**src/sv/nggr_pkg.sv**
```systemverilog
// Shared types, constants and helper functions for the GGA sentence receiver.
// No dependencies; every other file but nggr_in_stage imports this package.
package nggr_pkg;

    // Longest body kept before the checksum digits are forced.
    localparam int BODY_LENGTH   = 80;
    localparam int BODY_CNT_W    = $clog2(BODY_LENGTH + 1);
    localparam int BODY_INDEX_W  = 7;
    localparam int TAG_POS_W     = 3;
    localparam int MAX_TAG_INDEX = 4;
    localparam int HEX_CNT_W     = 2;
    localparam int HEX_DIGITS    = 2;

    // Characters that steer the parser.
    localparam logic [7:0] CH_DOLLAR = 8'h24;
    localparam logic [7:0] CH_STAR   = 8'h2A;
    localparam logic [7:0] CH_A      = 8'h41;
    localparam logic [7:0] CH_ZERO   = 8'h30;
    localparam logic [7:0] CH_G      = 8'h47;
    localparam logic [7:0] CH_P      = 8'h50;

    typedef enum logic [1:0] {
        PH_WAIT,
        PH_TAG,
        PH_BODY,
        PH_CSUM
    } phase_t;

    // One result transaction.
    typedef struct packed {
        logic                    body_valid;
        logic [7:0]              body_byte;
        logic [BODY_INDEX_W-1:0] body_index;
        logic                    body_restart;
        logic                    sentence_done;
        logic                    checksum_ok;
    } result_t;

    // Expected character at each position of the GPGGA tag.
    function automatic logic [7:0] tag_char(input logic [TAG_POS_W-1:0] pos);
        logic [7:0] ch;
        case (pos)
            3'd0:    ch = CH_G;
            3'd1:    ch = CH_P;
            3'd2:    ch = CH_G;
            3'd3:    ch = CH_G;
            3'd4:    ch = CH_A;
            default: ch = 8'h00;
        endcase
        return ch;
    endfunction

    // Hex digit value; only uppercase letters decode correctly, others wrap.
    function automatic logic [7:0] hex_value(input logic [7:0] ch);
        logic [7:0] v;
        if (ch >= CH_A) begin
            v = ch + 8'd10 - CH_A;
        end else begin
            v = ch - CH_ZERO;
        end
        return v;
    endfunction

endpackage

```
**src/sv/nggr_in_stage.sv**
```systemverilog
// Input register for received bytes, with valid/ready handshake.
// Uses nothing from nggr_pkg; holds one byte transaction.
module nggr_in_stage (
    input  logic       aclk,
    input  logic       aresetn,
    input  logic       s_valid,
    output logic       s_ready,
    input  logic [7:0] s_byte,
    input  logic       advance,
    output logic       valid,
    output logic [7:0] rx_byte
);
    logic       in_valid_reg;
    logic       in_valid_next;
    logic [7:0] in_byte_reg;

    // The stage can take a new byte when empty or when its byte moves on.
    assign s_ready       = !in_valid_reg || advance;
    assign in_valid_next = s_valid ? 1'b1 : (in_valid_reg && !advance);

    always_ff @(posedge aclk) begin
        if (!aresetn) begin
            in_valid_reg <= 1'b0;
        end else begin
            in_valid_reg <= in_valid_next;
        end
    end

    // Payload needs no reset.
    always_ff @(posedge aclk) begin
        if (s_valid && s_ready) begin
            in_byte_reg <= s_byte;
        end
    end

    assign valid   = in_valid_reg;
    assign rx_byte = in_byte_reg;
endmodule

```
**src/sv/nggr_parser.sv**
```systemverilog
// Sentence state machine: tag match, body indexing, XOR checksum and hex decode.
// Depends on nggr_pkg for the phase type, result struct and character helpers.
module nggr_parser (
    input  logic             aclk,
    input  logic             aresetn,
    input  logic             step,
    input  logic [7:0]       rx_byte,
    output nggr_pkg::result_t result
);
    import nggr_pkg::*;

    phase_t                  phase_reg, phase_next;
    logic [TAG_POS_W-1:0]    tag_pos_reg, tag_pos_next;
    logic [BODY_CNT_W-1:0]   body_len_reg, body_len_next;
    logic [7:0]              run_xor_reg, run_xor_next;
    logic [7:0]              body_xor_reg, body_xor_next;
    logic [7:0]              sent_sum_reg, sent_sum_next;
    logic [HEX_CNT_W-1:0]    hex_cnt_reg, hex_cnt_next;

    logic [BODY_CNT_W-1:0]   len_inc;
    logic                    body_end;
    logic                    tag_hit;

    assign len_inc  = body_len_reg + BODY_CNT_W'(1);
    assign body_end = (rx_byte == CH_STAR) || (len_inc >= BODY_CNT_W'(BODY_LENGTH));
    assign tag_hit  = (rx_byte == tag_char(tag_pos_reg));

    // Result for the byte being processed.
    always_comb begin
        result = '0;
        case (phase_reg)
            PH_BODY: begin
                result.body_valid   = 1'b1;
                result.body_byte    = rx_byte;
                result.body_index   = BODY_INDEX_W'(body_len_reg);
                result.body_restart = !body_end && (rx_byte == CH_DOLLAR);
            end
            PH_CSUM: begin
                if (hex_cnt_reg == HEX_CNT_W'(HEX_DIGITS)) begin
                    result.sentence_done = 1'b1;
                    result.checksum_ok   = (body_xor_reg == sent_sum_reg);
                end
            end
            default: begin
                result = '0;
            end
        endcase
    end

    // Next-state logic.
    always_comb begin
        phase_next    = phase_reg;
        tag_pos_next  = tag_pos_reg;
        body_len_next = body_len_reg;
        run_xor_next  = run_xor_reg;
        body_xor_next = body_xor_reg;
        sent_sum_next = sent_sum_reg;
        hex_cnt_next  = hex_cnt_reg;
        case (phase_reg)
            PH_WAIT: begin
                if (rx_byte == CH_DOLLAR) begin
                    body_len_next = '0;
                    tag_pos_next  = '0;
                    run_xor_next  = '0;
                    phase_next    = PH_TAG;
                end
            end
            PH_TAG: begin
                run_xor_next = run_xor_reg ^ rx_byte;
                if (tag_hit) begin
                    if (tag_pos_reg == TAG_POS_W'(MAX_TAG_INDEX)) begin
                        phase_next = PH_BODY;
                    end else begin
                        tag_pos_next = tag_pos_reg + TAG_POS_W'(1);
                    end
                end else begin
                    phase_next = PH_WAIT;
                end
            end
            PH_BODY: begin
                run_xor_next  = run_xor_reg ^ rx_byte;
                body_len_next = len_inc;
                if (body_end) begin
                    // The terminating byte stays out of the checksum.
                    body_xor_next = run_xor_reg;
                    sent_sum_next = '0;
                    hex_cnt_next  = '0;
                    phase_next    = PH_CSUM;
                end else if (rx_byte == CH_DOLLAR) begin
                    body_len_next = '0;
                    tag_pos_next  = '0;
                    run_xor_next  = '0;
                    phase_next    = PH_TAG;
                end else begin
                    body_xor_next = run_xor_reg ^ rx_byte;
                end
            end
            PH_CSUM: begin
                if (hex_cnt_reg != HEX_CNT_W'(HEX_DIGITS)) begin
                    sent_sum_next = {sent_sum_reg[3:0], 4'h0} + hex_value(rx_byte);
                    hex_cnt_next  = hex_cnt_reg + HEX_CNT_W'(1);
                end else begin
                    phase_next = PH_WAIT;
                end
            end
            default: begin
                phase_next = PH_WAIT;
            end
        endcase
    end

    // State advances only when a byte moves into the result register.
    always_ff @(posedge aclk) begin
        if (!aresetn) begin
            phase_reg    <= PH_WAIT;
            tag_pos_reg  <= '0;
            body_len_reg <= '0;
            run_xor_reg  <= '0;
            body_xor_reg <= '0;
            sent_sum_reg <= '0;
            hex_cnt_reg  <= '0;
        end else if (step) begin
            phase_reg    <= phase_next;
            tag_pos_reg  <= tag_pos_next;
            body_len_reg <= body_len_next;
            run_xor_reg  <= run_xor_next;
            body_xor_reg <= body_xor_next;
            sent_sum_reg <= sent_sum_next;
            hex_cnt_reg  <= hex_cnt_next;
        end
    end
endmodule

```
**src/sv/nggr_out_stage.sv**
```systemverilog
// Result register with valid/ready handshake toward the consumer.
// Depends on nggr_pkg for the result struct.
module nggr_out_stage (
    input  logic              aclk,
    input  logic              aresetn,
    input  logic              load,
    input  nggr_pkg::result_t result_in,
    output logic              can_load,
    output logic              m_valid,
    input  logic              m_ready,
    output nggr_pkg::result_t result_out
);
    import nggr_pkg::*;

    logic    out_valid_reg;
    logic    out_valid_next;
    result_t result_reg;

    // A new result may enter when the register is empty or being drained.
    assign can_load       = !out_valid_reg || m_ready;
    assign out_valid_next = load ? 1'b1 : (out_valid_reg && !m_ready);

    always_ff @(posedge aclk) begin
        if (!aresetn) begin
            out_valid_reg <= 1'b0;
        end else begin
            out_valid_reg <= out_valid_next;
        end
    end

    always_ff @(posedge aclk) begin
        if (load) begin
            result_reg <= result_in;
        end
    end

    assign m_valid    = out_valid_reg;
    assign result_out = result_reg;
endmodule

```
**src/sv/nmea_gga_sentence_receiver.sv**
```systemverilog
// Top level of the GGA sentence receiver: input register, parser, result register.
// Depends on nggr_pkg, nggr_in_stage, nggr_parser and nggr_out_stage.
//
// Usage:
//   The input channel (s_valid, s_ready, s_rx_byte) takes one received serial
//   character per transaction. Every character yields exactly one result
//   transaction on the output channel (m_valid, m_ready, m_* fields).
//   Body characters of a GPGGA sentence come out with body_valid and their
//   index; a dollar inside the body flags body_restart; the character after
//   the two checksum digits flags sentence_done with checksum_ok.
//   A character's result passes from the input register through the parser
//   step into the result register, which raises m_valid.
//   Throughput is one character per cycle while m_ready stays high, set by
//   the single parser step between the input register and the result register.
//   Synchronous active-low reset empties both registers and returns the parser
//   to waiting for a dollar.
//   When the consumer holds m_ready low, the result register holds its
//   transaction, the input register fills, and s_ready then drops until
//   results drain.
module nmea_gga_sentence_receiver (
    input  logic                             aclk,
    input  logic                             aresetn,
    input  logic                             s_valid,
    output logic                             s_ready,
    input  logic [7:0]                       s_rx_byte,
    output logic                             m_valid,
    input  logic                             m_ready,
    output logic                             m_body_valid,
    output logic [7:0]                       m_body_byte,
    output logic [nggr_pkg::BODY_INDEX_W-1:0] m_body_index,
    output logic                             m_body_restart,
    output logic                             m_sentence_done,
    output logic                             m_checksum_ok
);
    import nggr_pkg::*;

    logic       in_valid;
    logic [7:0] in_byte;
    logic       out_can_load;
    logic       advance;
    result_t    step_result;
    result_t    out_result;

    // A byte moves on when it is present and the result register has room.
    assign advance = in_valid && out_can_load;

    nggr_in_stage u_in (
        .aclk    (aclk),
        .aresetn (aresetn),
        .s_valid (s_valid),
        .s_ready (s_ready),
        .s_byte  (s_rx_byte),
        .advance (advance),
        .valid   (in_valid),
        .rx_byte (in_byte)
    );

    nggr_parser u_parser (
        .aclk    (aclk),
        .aresetn (aresetn),
        .step    (advance),
        .rx_byte (in_byte),
        .result  (step_result)
    );

    nggr_out_stage u_out (
        .aclk       (aclk),
        .aresetn    (aresetn),
        .load       (advance),
        .result_in  (step_result),
        .can_load   (out_can_load),
        .m_valid    (m_valid),
        .m_ready    (m_ready),
        .result_out (out_result)
    );

    assign m_body_valid    = out_result.body_valid;
    assign m_body_byte     = out_result.body_byte;
    assign m_body_index    = out_result.body_index;
    assign m_body_restart  = out_result.body_restart;
    assign m_sentence_done = out_result.sentence_done;
    assign m_checksum_ok   = out_result.checksum_ok;
endmodule

```
**config.mk**
```make
export PLATFORM = sky130hd
export DESIGN_NAME = nmea_gga_sentence_receiver
export DESIGN_NICKNAME = d
export VERILOG_FILES = /design/src/sv/nggr_pkg.sv /design/src/sv/nggr_in_stage.sv /design/src/sv/nggr_parser.sv /design/src/sv/nggr_out_stage.sv /design/src/sv/nmea_gga_sentence_receiver.sv
export SDC_FILE = /design/constraint.sdc
export NUM_CORES = 1
export LEC_CHECK = 0
export ABC_AREA = 1
export BUFFER_PORTS_ARGS = -buffer_cell sky130_fd_sc_hd__clkbuf_2
export CORE_ASPECT_RATIO = 1.1
export CORE_MARGIN = 3
export CORE_UTILIZATION = 34
export CTS_CLUSTER_DIAMETER = 60
export DETAILED_ROUTE_END_ITERATION = 7
export PLACE_DENSITY = 0.55
export SLEW_MARGIN = 0
export SYNTH_ARGS = -nofsm -noshare
export SYNTH_HDL_FRONTEND = slang
export SYNTH_SLANG_ARGS = --single-unit
```
**constraint.sdc**
```tcl
create_clock -name aclk -period 4.1 [get_ports aclk]
set_input_delay 0.82 -clock aclk [delete_from_list [all_inputs] [get_ports aclk]]
set_output_delay 0.82 -clock aclk [all_outputs]
set_load 0.005 [all_outputs]
```
# == Word level (Yosys, flattened, before mapping) ==
# Index checks and enable logic that the tools add are counted.
# classes
n_mux,35
n_reduce_logical,26
eq_ne,22
n_lt_le_gt_ge,2
add_sub_neg,7
n_bitwise,1
# op_table
cell,count
$mux W8,10
$pmux W8 S3,1
$mux W7,3
$pmux W7 S3,1
$mux W17,1
$eq A8 B6 Y1 const B,2
$mux W2,8
$pmux W8 S2,1
$pmux W7 S2,1
$mux W3,4
$reduce_and A3 Y1,4
$ne A2 B1 Y1 const B,5
$pmux W3 S3,1
$add A8 B4 Y8 const B,1
$add A8 B8 Y8,1
$eq A8 B7 Y1,1
$eq A8 B8 Y1,1
$ge A8 B7 Y1 const B,1
$ne A2 B2 Y1 const B,4
$pmux W2 S4,1
$sub A8 B6 Y8 const B,1
$sub A8 B7 Y8 const B,1
$xor A8 B8 Y8,1
$add A7 B1 Y7 const B,1
other kinds (22),37
# totals
out_inout_bits,21
regBits,67
wordCells,109

# == Logic depth before layout (Yosys ltp) ==
# Gate-level depths: netlist (run 1).
# depth
depth_word,8
ltp_mapped,19
mapped_depth_nobuf,19

# == By module ==
# Synthesis (run 1) repeated with hierarchy kept, for this count alone.
# hier_totals
hier_cells,473
hier_area_um2,3876.2
# by_module_without_submodules
module,area_each_um2,seq_area_each_um2,cells_per_inst,n_inst
nggr_parser,2960.3,760.7,431,1
nggr_out_stage,616.8,590.6,25,1
nggr_in_stage,291.5,260.2,15,1
nmea_gga_sentence_receiver,7.5,0.0,2,1

# == Worst setup path before layout (run 1) ==
# Ideal clock, no wire load.
# synth_timing
kind,flip-flop to flip-flop
from,reg u_in.in_byte_reg[0] (netlist: u_in.rx_byte[0])
to,reg u_parser.sent_sum_reg[7]
path_stages_with_launch,19
setup_time_ps,132
path_slack_ps,1463
arrival_ps,2505
required_time_ps,3968
path_buffers,0
cell_sequence,edfxtp_1 > inv_1 > ha_1 > nand3_1 > nand2_1 > nand3_1 > nand2_1 > inv_1 > nand3_1 > nand2_1 > xor2_1 > inv_1 > ha_1 > a21oi_1 > nand2_1 > xor2_1 > nand3b_1 > nand3_1 > a21oi_1
# synth_between
elab_chain_cells,8
word_cells_on_any_way,14
# synth_lines
element,line,text
"start, declared",nggr_in_stage.sv:15,logic [7:0] in_byte_reg;
"start signal, assigned",nggr_in_stage.sv:32,in_byte_reg <= s_byte;
$add A8 B4 Y8,nggr_pkg.sv:57,v = ch + 8'd10 - CH_A;
$sub A8 B7 Y8,nggr_pkg.sv:57,
$mux W8,nggr_pkg.sv:56,if (ch >= CH_A) begin
$mux W8,nggr_parser.sv:99,if (hex_cnt_reg != HEX_CNT_W'(HEX_DIGITS)) begin
$mux W8,nggr_parser.sv:59,case (phase_reg)
$add A8 B8 Y8,nggr_parser.sv:100,"sent_sum_next = {sent_sum_reg[3:0], 4'h0} + hex_value(rx_byte);"
$mux W8,nggr_parser.sv:99,
$pmux W8 S2,nggr_parser.sv:59,
"end signal, assigned",nggr_parser.sv:128,sent_sum_reg <= sent_sum_next;
"end, declared",nggr_parser.sv:17,"logic [7:0] sent_sum_reg, sent_sum_next;"
# Several ways; a longest one is shown, not always the timed one. The select of a mux whose other input is x is not followed.
# A chain may end at the register's enable or synchronous reset.

# == Final worst setup path (run 1) ==
# Same ends and word-level chain as after synthesis.

==> results.py, run 1 <==
metrics = {
    "clocking": {
        "cts_buffer_depth": 2,
        "htreeDepth": 3,
        "clock_latency_ns": 0.32,
        "cts_sinks": 67,
        "cts_buffers": 9,
        "cts_tree": "built",
        "cts_setup_buffers": 0,
        "path_clk_slew_ns": 0.06,
        "cts_root_buffer": "clkbuf_16",
        "cts_resized": 0,
        "hold_buffers": 0,
    },
    "final_layout": {
        "nNetsFinal": 557,
        "ff_latch_area_um2": 1610,
        "diodes": 0,
        "multi_input_area_um2": 1830,
        "final_cell_count_no_fill": 669,
        "n_fill_cell": 1082,
        "drive_gt1_share_pct": 14.8,
        "area.growth.synth_to_final_pct": 15.8,
        "finalInstanceArea_um2": 4360,
        "largest_reg_flops": 19,
        "utilization_pct": 41.1,
    },
    "timing": {
        "finalClockSkew_ns": 0.00841,
        "rsz0062_at_grt": "false",
        "relSlewSlack_pct": 56.6,
        "clock.fmax_ghz": 0.333,
        "tightest_slew_ns": 0.646,
        "setup_tns_ns": 0,
        "hold_violations": 0,
        "fin_crit_sh_pct": 73.3,
        "min_period_ns": 3.01,
        "setup_ws_ns": 1.09,
        "slew_violations": 0,
        "finalSetupViolCount": 0,
    },
    "floorplanning": {
        "die_area_um2": 12400,
        "core_area_um2": 10600,
        "fp.dieW_um": 106,
        "num_io_pins": 33,
        "fp-row-count": 39,
        "initial_utilization_pct": 35.5,
        "die_y_um": 116,
    },
    "yosys": {
        "synth.avg_cell_area_um2": 7.75,
        "syn_area_um2": 3760,
        "synthCells": 485,
        "syn_nets": 521,
        "synth_top_area_share_pct": 21.6,
        "synth_common_cells": "nand2_1 (139), inv_1 (65), dfxtp_1 (40), nor2_1 (40), a21oi_1 (36)",
        "yosysTopAreaCell": "edfxtp_1",
        "synth-async-reset-ratio_pct": 0,
        "synth_ff_type": "dfxtp_1",
        "synth_most_common_cell": "nand2_1",
        "synth-edff-count": 27,
        "synth.area.top_cells": "edfxtp_1 (22%), dfxtp_1 (21%), nand2_1 (14%), ha_1 (7.7%), inv_1 (6.5%)",
        "yosysUniqueCellTypes": 36,
        "yosysSeqAreaShare_pct": 42.8,
        "ys_ff_latch": 67,
        "synth_warnings": 0,
    },
    "drt": {
        "via_count": 3086,
        "routed_wl_um": 8430,
        "firstDrtPassIters": 4,
        "vias_per_cell": 4.61,
        "wl_per_cell_um": 12.6,
        "ant_nets": 0,
        "route.detailed.drc": 0,
        "drt_iter0_markers": 212,
    },
    "status": {
        "outcome": "completed",
    },
    "setup_path": {
        "crit_path_max_fanout": 8,
        "arrival_ns": 3.19,
        "worstSetupEndpointType": "flop",
        "ff2ff_path_depth": 18,
        "worstSetupPathType": "reg -> reg",
        "crit_required_ns": 4.29,
        "critPathLaunchType": "flop",
    },
    "global_routing": {
        "grt_overflow": 0,
        "grt_pass1_wl_um": 14300,
        "antenna_found_initial": 0,
        "grt_pass1_vias": 2987,
        "grt_max_degree": 29,
        "grt_usage_pct": 14.5,
    },
    "place": {
        "gp_congestion": 0.838,
        "dpl_cell_area_um2": 4060,
        "dpl.hpwl_um": 6260,
        "numPortBuffers": 32,
        "place_ws_ns": 1.07,
        "place_inst": 653,
    },
    "power_and_ir_drop": {
        "power.leakage_nw": 1.94,
        "power.density_nw_per_um2": 383,
        "irDropWorstVdd_mv": 0.175,
    },
    "worst_hold_path": {
        "hold_depth": 2,
        "hp-class": "reg -> reg",
    },
    "job": {
        "drv_cap": 0,
    },
}
## layout by cell type (no fill, tap or decap), types with 2 or more instances in the layout
master        n
a211oi_1      2
a21oi_1      36
a21oi_2       2
clkbuf_16     9
clkbuf_2     32
clkinv_2      2
clkinv_4      2
clkinvlp_4    2
dfxtp_1      40
edfxtp_1     27
ha_1         23
inv_1        65
inv_2         4
nand2_1     139
nand2_2       5
nand2_4       2
nand3_1      34
nand3b_1      2
nand4_2       2
nor2_1       40
nor2_2        2
nor3_1        5
o21ai_0      12
o21ai_2       8
xnor2_1      10
xor2_1        7
## kinds of logic after synthesis
family,after synthesis,synth area share [%]
flops,67,42.8
fa+ha+maj,24,8.18
xor+xnor,17,3.96
simple gates,236,26.9
compound gates,63,9.65
buf+inv,78,8.42
## routing by layer
metal,wire (um),GRT usage (%),share of wire (%),vias up
li1,-,-,-,1623
met5,0,0,0,-
met2,3960,24.7,47,76
met3,394,2.27,4.7,6
met1,3990,19.1,47,1381
met4,85,4.23,1.0,0
## cell type report
cell class | count | area share (%)
Multi-Input combinational cell | 340 | 42.1
Timing Repair Buffer | 33 | 3.85
Clock inverter | 7 | 1.75
Inverter | 70 | 6.06
Tap cell | 143 | 4.11
Sequential cell | 67 | 37.0
Clock buffer | 9 | 5.17
## worst max-delay path, cell delays in order (launching register included)
cell	delay, ns
edfxtp_1	0.53
inv_1	0.16
ha_1	0.25
nand3_1	0.10
nand2_1	0.05
nand3_1	0.08
nand2_1	0.08
inv_1	0.17
nand3_1	0.15
nand2_1	0.10
xor2_1	0.14
inv_1	0.05
ha_1	0.31
a21oi_1	0.15
nand2_1	0.07
xor2_1	0.15
nand3b_1	0.17
nand3_1	0.09
a21oi_1	0.06
## per-stage QoR
step	hold slack, ns	power (mW)
5_1_grt	0.493	1.74
4_1_cts	0.467	1.68
2_1_floorplan	0.440	0.855
6_report	0.463	1.67
3_5_place_dp	0.458	0.904
3_3_place_gp	0.457	0.903
## power breakdown
part / leakage [nW] / switching (mW) / internal (mW) / total, mW
clock network: 0.142 / 0.305 / 0.474 / 0.779
logic: 1.22 / 0.0997 / 0.0524 / 0.152
registers: 0.581 / 0.0212 / 0.715 / 0.736
total: 1.94 / 0.426 / 1.24 / 1.67
## final timing paths
kind	start	end	slack (ns)
worst min register to register	u_parser.body_xor_reg[0]$_SDFFE_PN0P_	u_parser.body_xor_reg[0]$_SDFFE_PN0P_	0.46
worst min-delay path	u_parser.body_xor_reg[0]$_SDFFE_PN0P_	u_parser.body_xor_reg[0]$_SDFFE_PN0P_	0.46
worst max-delay path	u_in.rx_byte[0]$_DFFE_PP_	u_parser.sent_sum_reg[7]$_SDFFE_PN0P_	1.09
worst max register to register	u_in.rx_byte[0]$_DFFE_PP_	u_parser.sent_sum_reg[7]$_SDFFE_PN0P_	1.09
No activity file was read; power rests on OpenSTA's default activity.
==> run 2: changes to the inputs <==
--- a/config.mk
+++ b/config.mk
@@ -12,7 +12,7 @@
 export CORE_UTILIZATION = 34
 export CTS_CLUSTER_DIAMETER = 60
 export DETAILED_ROUTE_END_ITERATION = 7
-export PLACE_DENSITY = 0.55
+export PLACE_DENSITY = 0.57
 export SLEW_MARGIN = 0
 export SYNTH_ARGS = -nofsm -noshare
 export SYNTH_HDL_FRONTEND = slang
==> constraint.sdc (replaced) <==
create_clock -name aclk -period 2.55 [get_ports aclk]
set_input_delay 0.51 -clock aclk [delete_from_list [all_inputs] [get_ports aclk]]
set_output_delay 0.51 -clock aclk [all_outputs]
set_load 0.005 [all_outputs]
==> run 2 against run 1 <==
Compared with the run above: critical path depth is the same; die area is the same; sequential cell count is the same; utilization grew 2.0 points; via count grew 2.2%; clock power grew 66%; worst hold slack lost 0.12 ns; sequential share of layout area shrank 1.7 points; final cell count grew 2.7%; critical path type unchanged.
==> results.py, run 2 (synthesis gave the netlist of run 1 again) <==
metrics = {
    "final_layout": {
        "final_cell_count_no_fill": 687,
        "final_common_cell": "nand2_1",
        "final_cell_mix": "nand2_1 (137), inv_1 (61), dfxtp_1 (40)",
        "diodes": 0,
        "drive_gt1_share_pct": 20.8,
        "area.growth.synth_to_final_pct": 21.6,
        "finalInstanceArea_um2": 4570,
        "largest_reg_flops": 19,
        "nNetsFinal": 575,
    },
    "floorplanning": {
        "fp.dieW_um": 106,
        "fp-row-count": 39,
        "core_area_um2": 10600,
        "initial_utilization_pct": 35.5,
        "num_io_pins": 33,
        "die_area_um2": 12400,
        "die_y_um": 116,
    },
    "clocking": {
        "clock_latency_ns": 0.34,
        "cts_sinks": 67,
        "hold_buffers": 0,
        "cts_root_buffer": "clkbuf_16",
        "htreeDepth": 3,
        "path_clk_slew_ns": 0.07,
        "cts_tree": "built",
        "cts_buffer_depth": 2,
        "cts_buffers": 9,
    },
    "setup_path": {
        "arrival_ns": 2.70,
        "crit_required_ns": 2.74,
        "worstSetupPathType": "reg -> reg",
        "cp_num_buf_inv": 3,
        "crit_path_max_fanout": 3,
        "critPathLaunchType": "flop",
        "slowest_stage": "edfxtp_1",
        "ff2ff_path_depth": 18,
        "path_delay_family": "simple AND/OR/NAND/NOR gates",
        "worstSetupEndpointType": "flop",
        "critPathMaxStageDelay_ns": 0.46,
        "cp_cell_sequence": "inv_2, ha_4, nand3_1, nand2_1, nand3_2, nand2_2, inv_2, nand3_2, nand2_2, xor2_1, inv_1, ha_4, a21oi_2, nand2_1, xor2_1, nand3b_1, nand3_1, a21oi_1",
        "cp.depth": 18,
    },
    "place": {
        "gp_congestion": 0.860,
        "numPortBuffers": 32,
        "dpl.hpwl_um": 6070,
        "dpl_cell_area_um2": 4170,
        "place_inst": 667,
    },
    "timing": {
        "rsz0062_at_grt": "true",
        "clock.fmax_ghz": 0.399,
        "slew_violations": 0,
        "relSlewSlack_pct": 54.4,
        "hold_violations": 0,
        "finalSetupViolCount": 0,
        "tightest_slew_ns": 0.679,
        "min_period_ns": 2.50,
        "finalClockSkew_ns": 0.0108,
        "fin_crit_sh_pct": 98.2,
    },
    "drt": {
        "vias_per_cell": 4.59,
        "route.detailed.drc": 0,
        "drt_iter0_markers": 144,
        "ant_nets": 0,
        "via_count": 3154,
        "firstDrtPassIters": 4,
        "wl_per_cell_um": 12.0,
        "routed_wl_um": 8280,
    },
    "power_and_ir_drop": {
        "irDropWorstVdd_mv": 0.350,
        "power.leakage_nw": 2.03,
        "power.density_nw_per_um2": 602,
    },
    "global_routing": {
        "grt_max_degree": 29,
        "grt_usage_pct": 14.1,
        "grt_pass1_wl_um": 13900,
        "grt_pass1_vias": 3029,
        "antenna_found_initial": 0,
        "grt_overflow": 0,
    },
    "worst_hold_path": {
        "hold_depth": 1,
        "hp-class": "in -> reg",
    },
    "job": {
        "drv_cap": 0,
    },
    "status": {
        "outcome": "completed",
    },
}
run 2: layer usage:
layer	global-route usage [%]	share of wire (%)	up-vias	routed length (um)
met5	0	0	-	0
met3	2.43	3.3	8	277
met1	17.6	50	1436	4120
met2	24.0	45	50	3760
li1	-	-	1660	-
met4	6.13	1.5	0	123
run 2: worst register-to-register path, delay by kind of cell (launching register included):
family,cells,cell delay (ns)
flops,1,0.46
simple gates,9,0.75
buf+inv,3,0.25
compound gates,2,0.20
xor+xnor,2,0.29
fa+ha+maj,2,0.40
run 2: final cells by class:
type | count | area (um^2)
clock buffers | 9 | 225
clock inverters | 7 | 82.6
fillers | 1058 | 6020
inverters | 70 | 264
multi-input cells | 340 | 1900
flip-flops and latches | 67 | 1610
well taps | 143 | 179
repair buffers | 51 | 307
run 2: worst paths after layout:
path,startpoint,end,slack (ns)
max,u_in.rx_byte[0]$_DFFE_PP_,u_parser.sent_sum_reg[7]$_SDFFE_PN0P_,0.05
min,s_rx_byte[0],u_in.rx_byte[0]$_DFFE_PP_,0.35
max reg2reg,u_in.rx_byte[0]$_DFFE_PP_,u_parser.sent_sum_reg[7]$_SDFFE_PN0P_,0.05
min reg2reg,u_parser.body_xor_reg[3]$_SDFFE_PN0P_,u_parser.body_xor_reg[3]$_SDFFE_PN0P_,0.47
run 2: stage by stage:
| step | utilization (%) | setup WS, ns | setup TNS, ns | hold WS (ns) | power, mW |
|---|---|---|---|---|---|
| floorplan | - | 0.0709 | 0 | 0.440 | 1.38 |
| global placement | 39.4 | 0.0728 | 0 | 0.454 | 1.47 |
| detailed placement | 39.4 | -0.0583 | -0.0583 | 0.456 | 1.47 |
| CTS | 42.5 | 0.00738 | 0 | 0.339 | 2.76 |
| global route | 43.2 | -0.140 | -0.185 | 0.340 | 2.86 |
| finish | 43.2 | 0.0456 | 0 | 0.345 | 2.75 |
run 2: where the power goes:
| group | internal, mW | total (mW) | switching (mW) |
|---|---|---|---|
| logic | 0.112 | 0.298 | 0.185 |
| clock network | 0.774 | 1.29 | 0.513 |
| registers | 1.15 | 1.17 | 0.0210 |
run 2: what timing repair did:
item | 4_1_cts | 5_1_grt
setup buffers | 2 | 2
setup endpoints to repair | 1 | 3
gates resized for setup | 4 | 14
pin swaps | 2 | 5
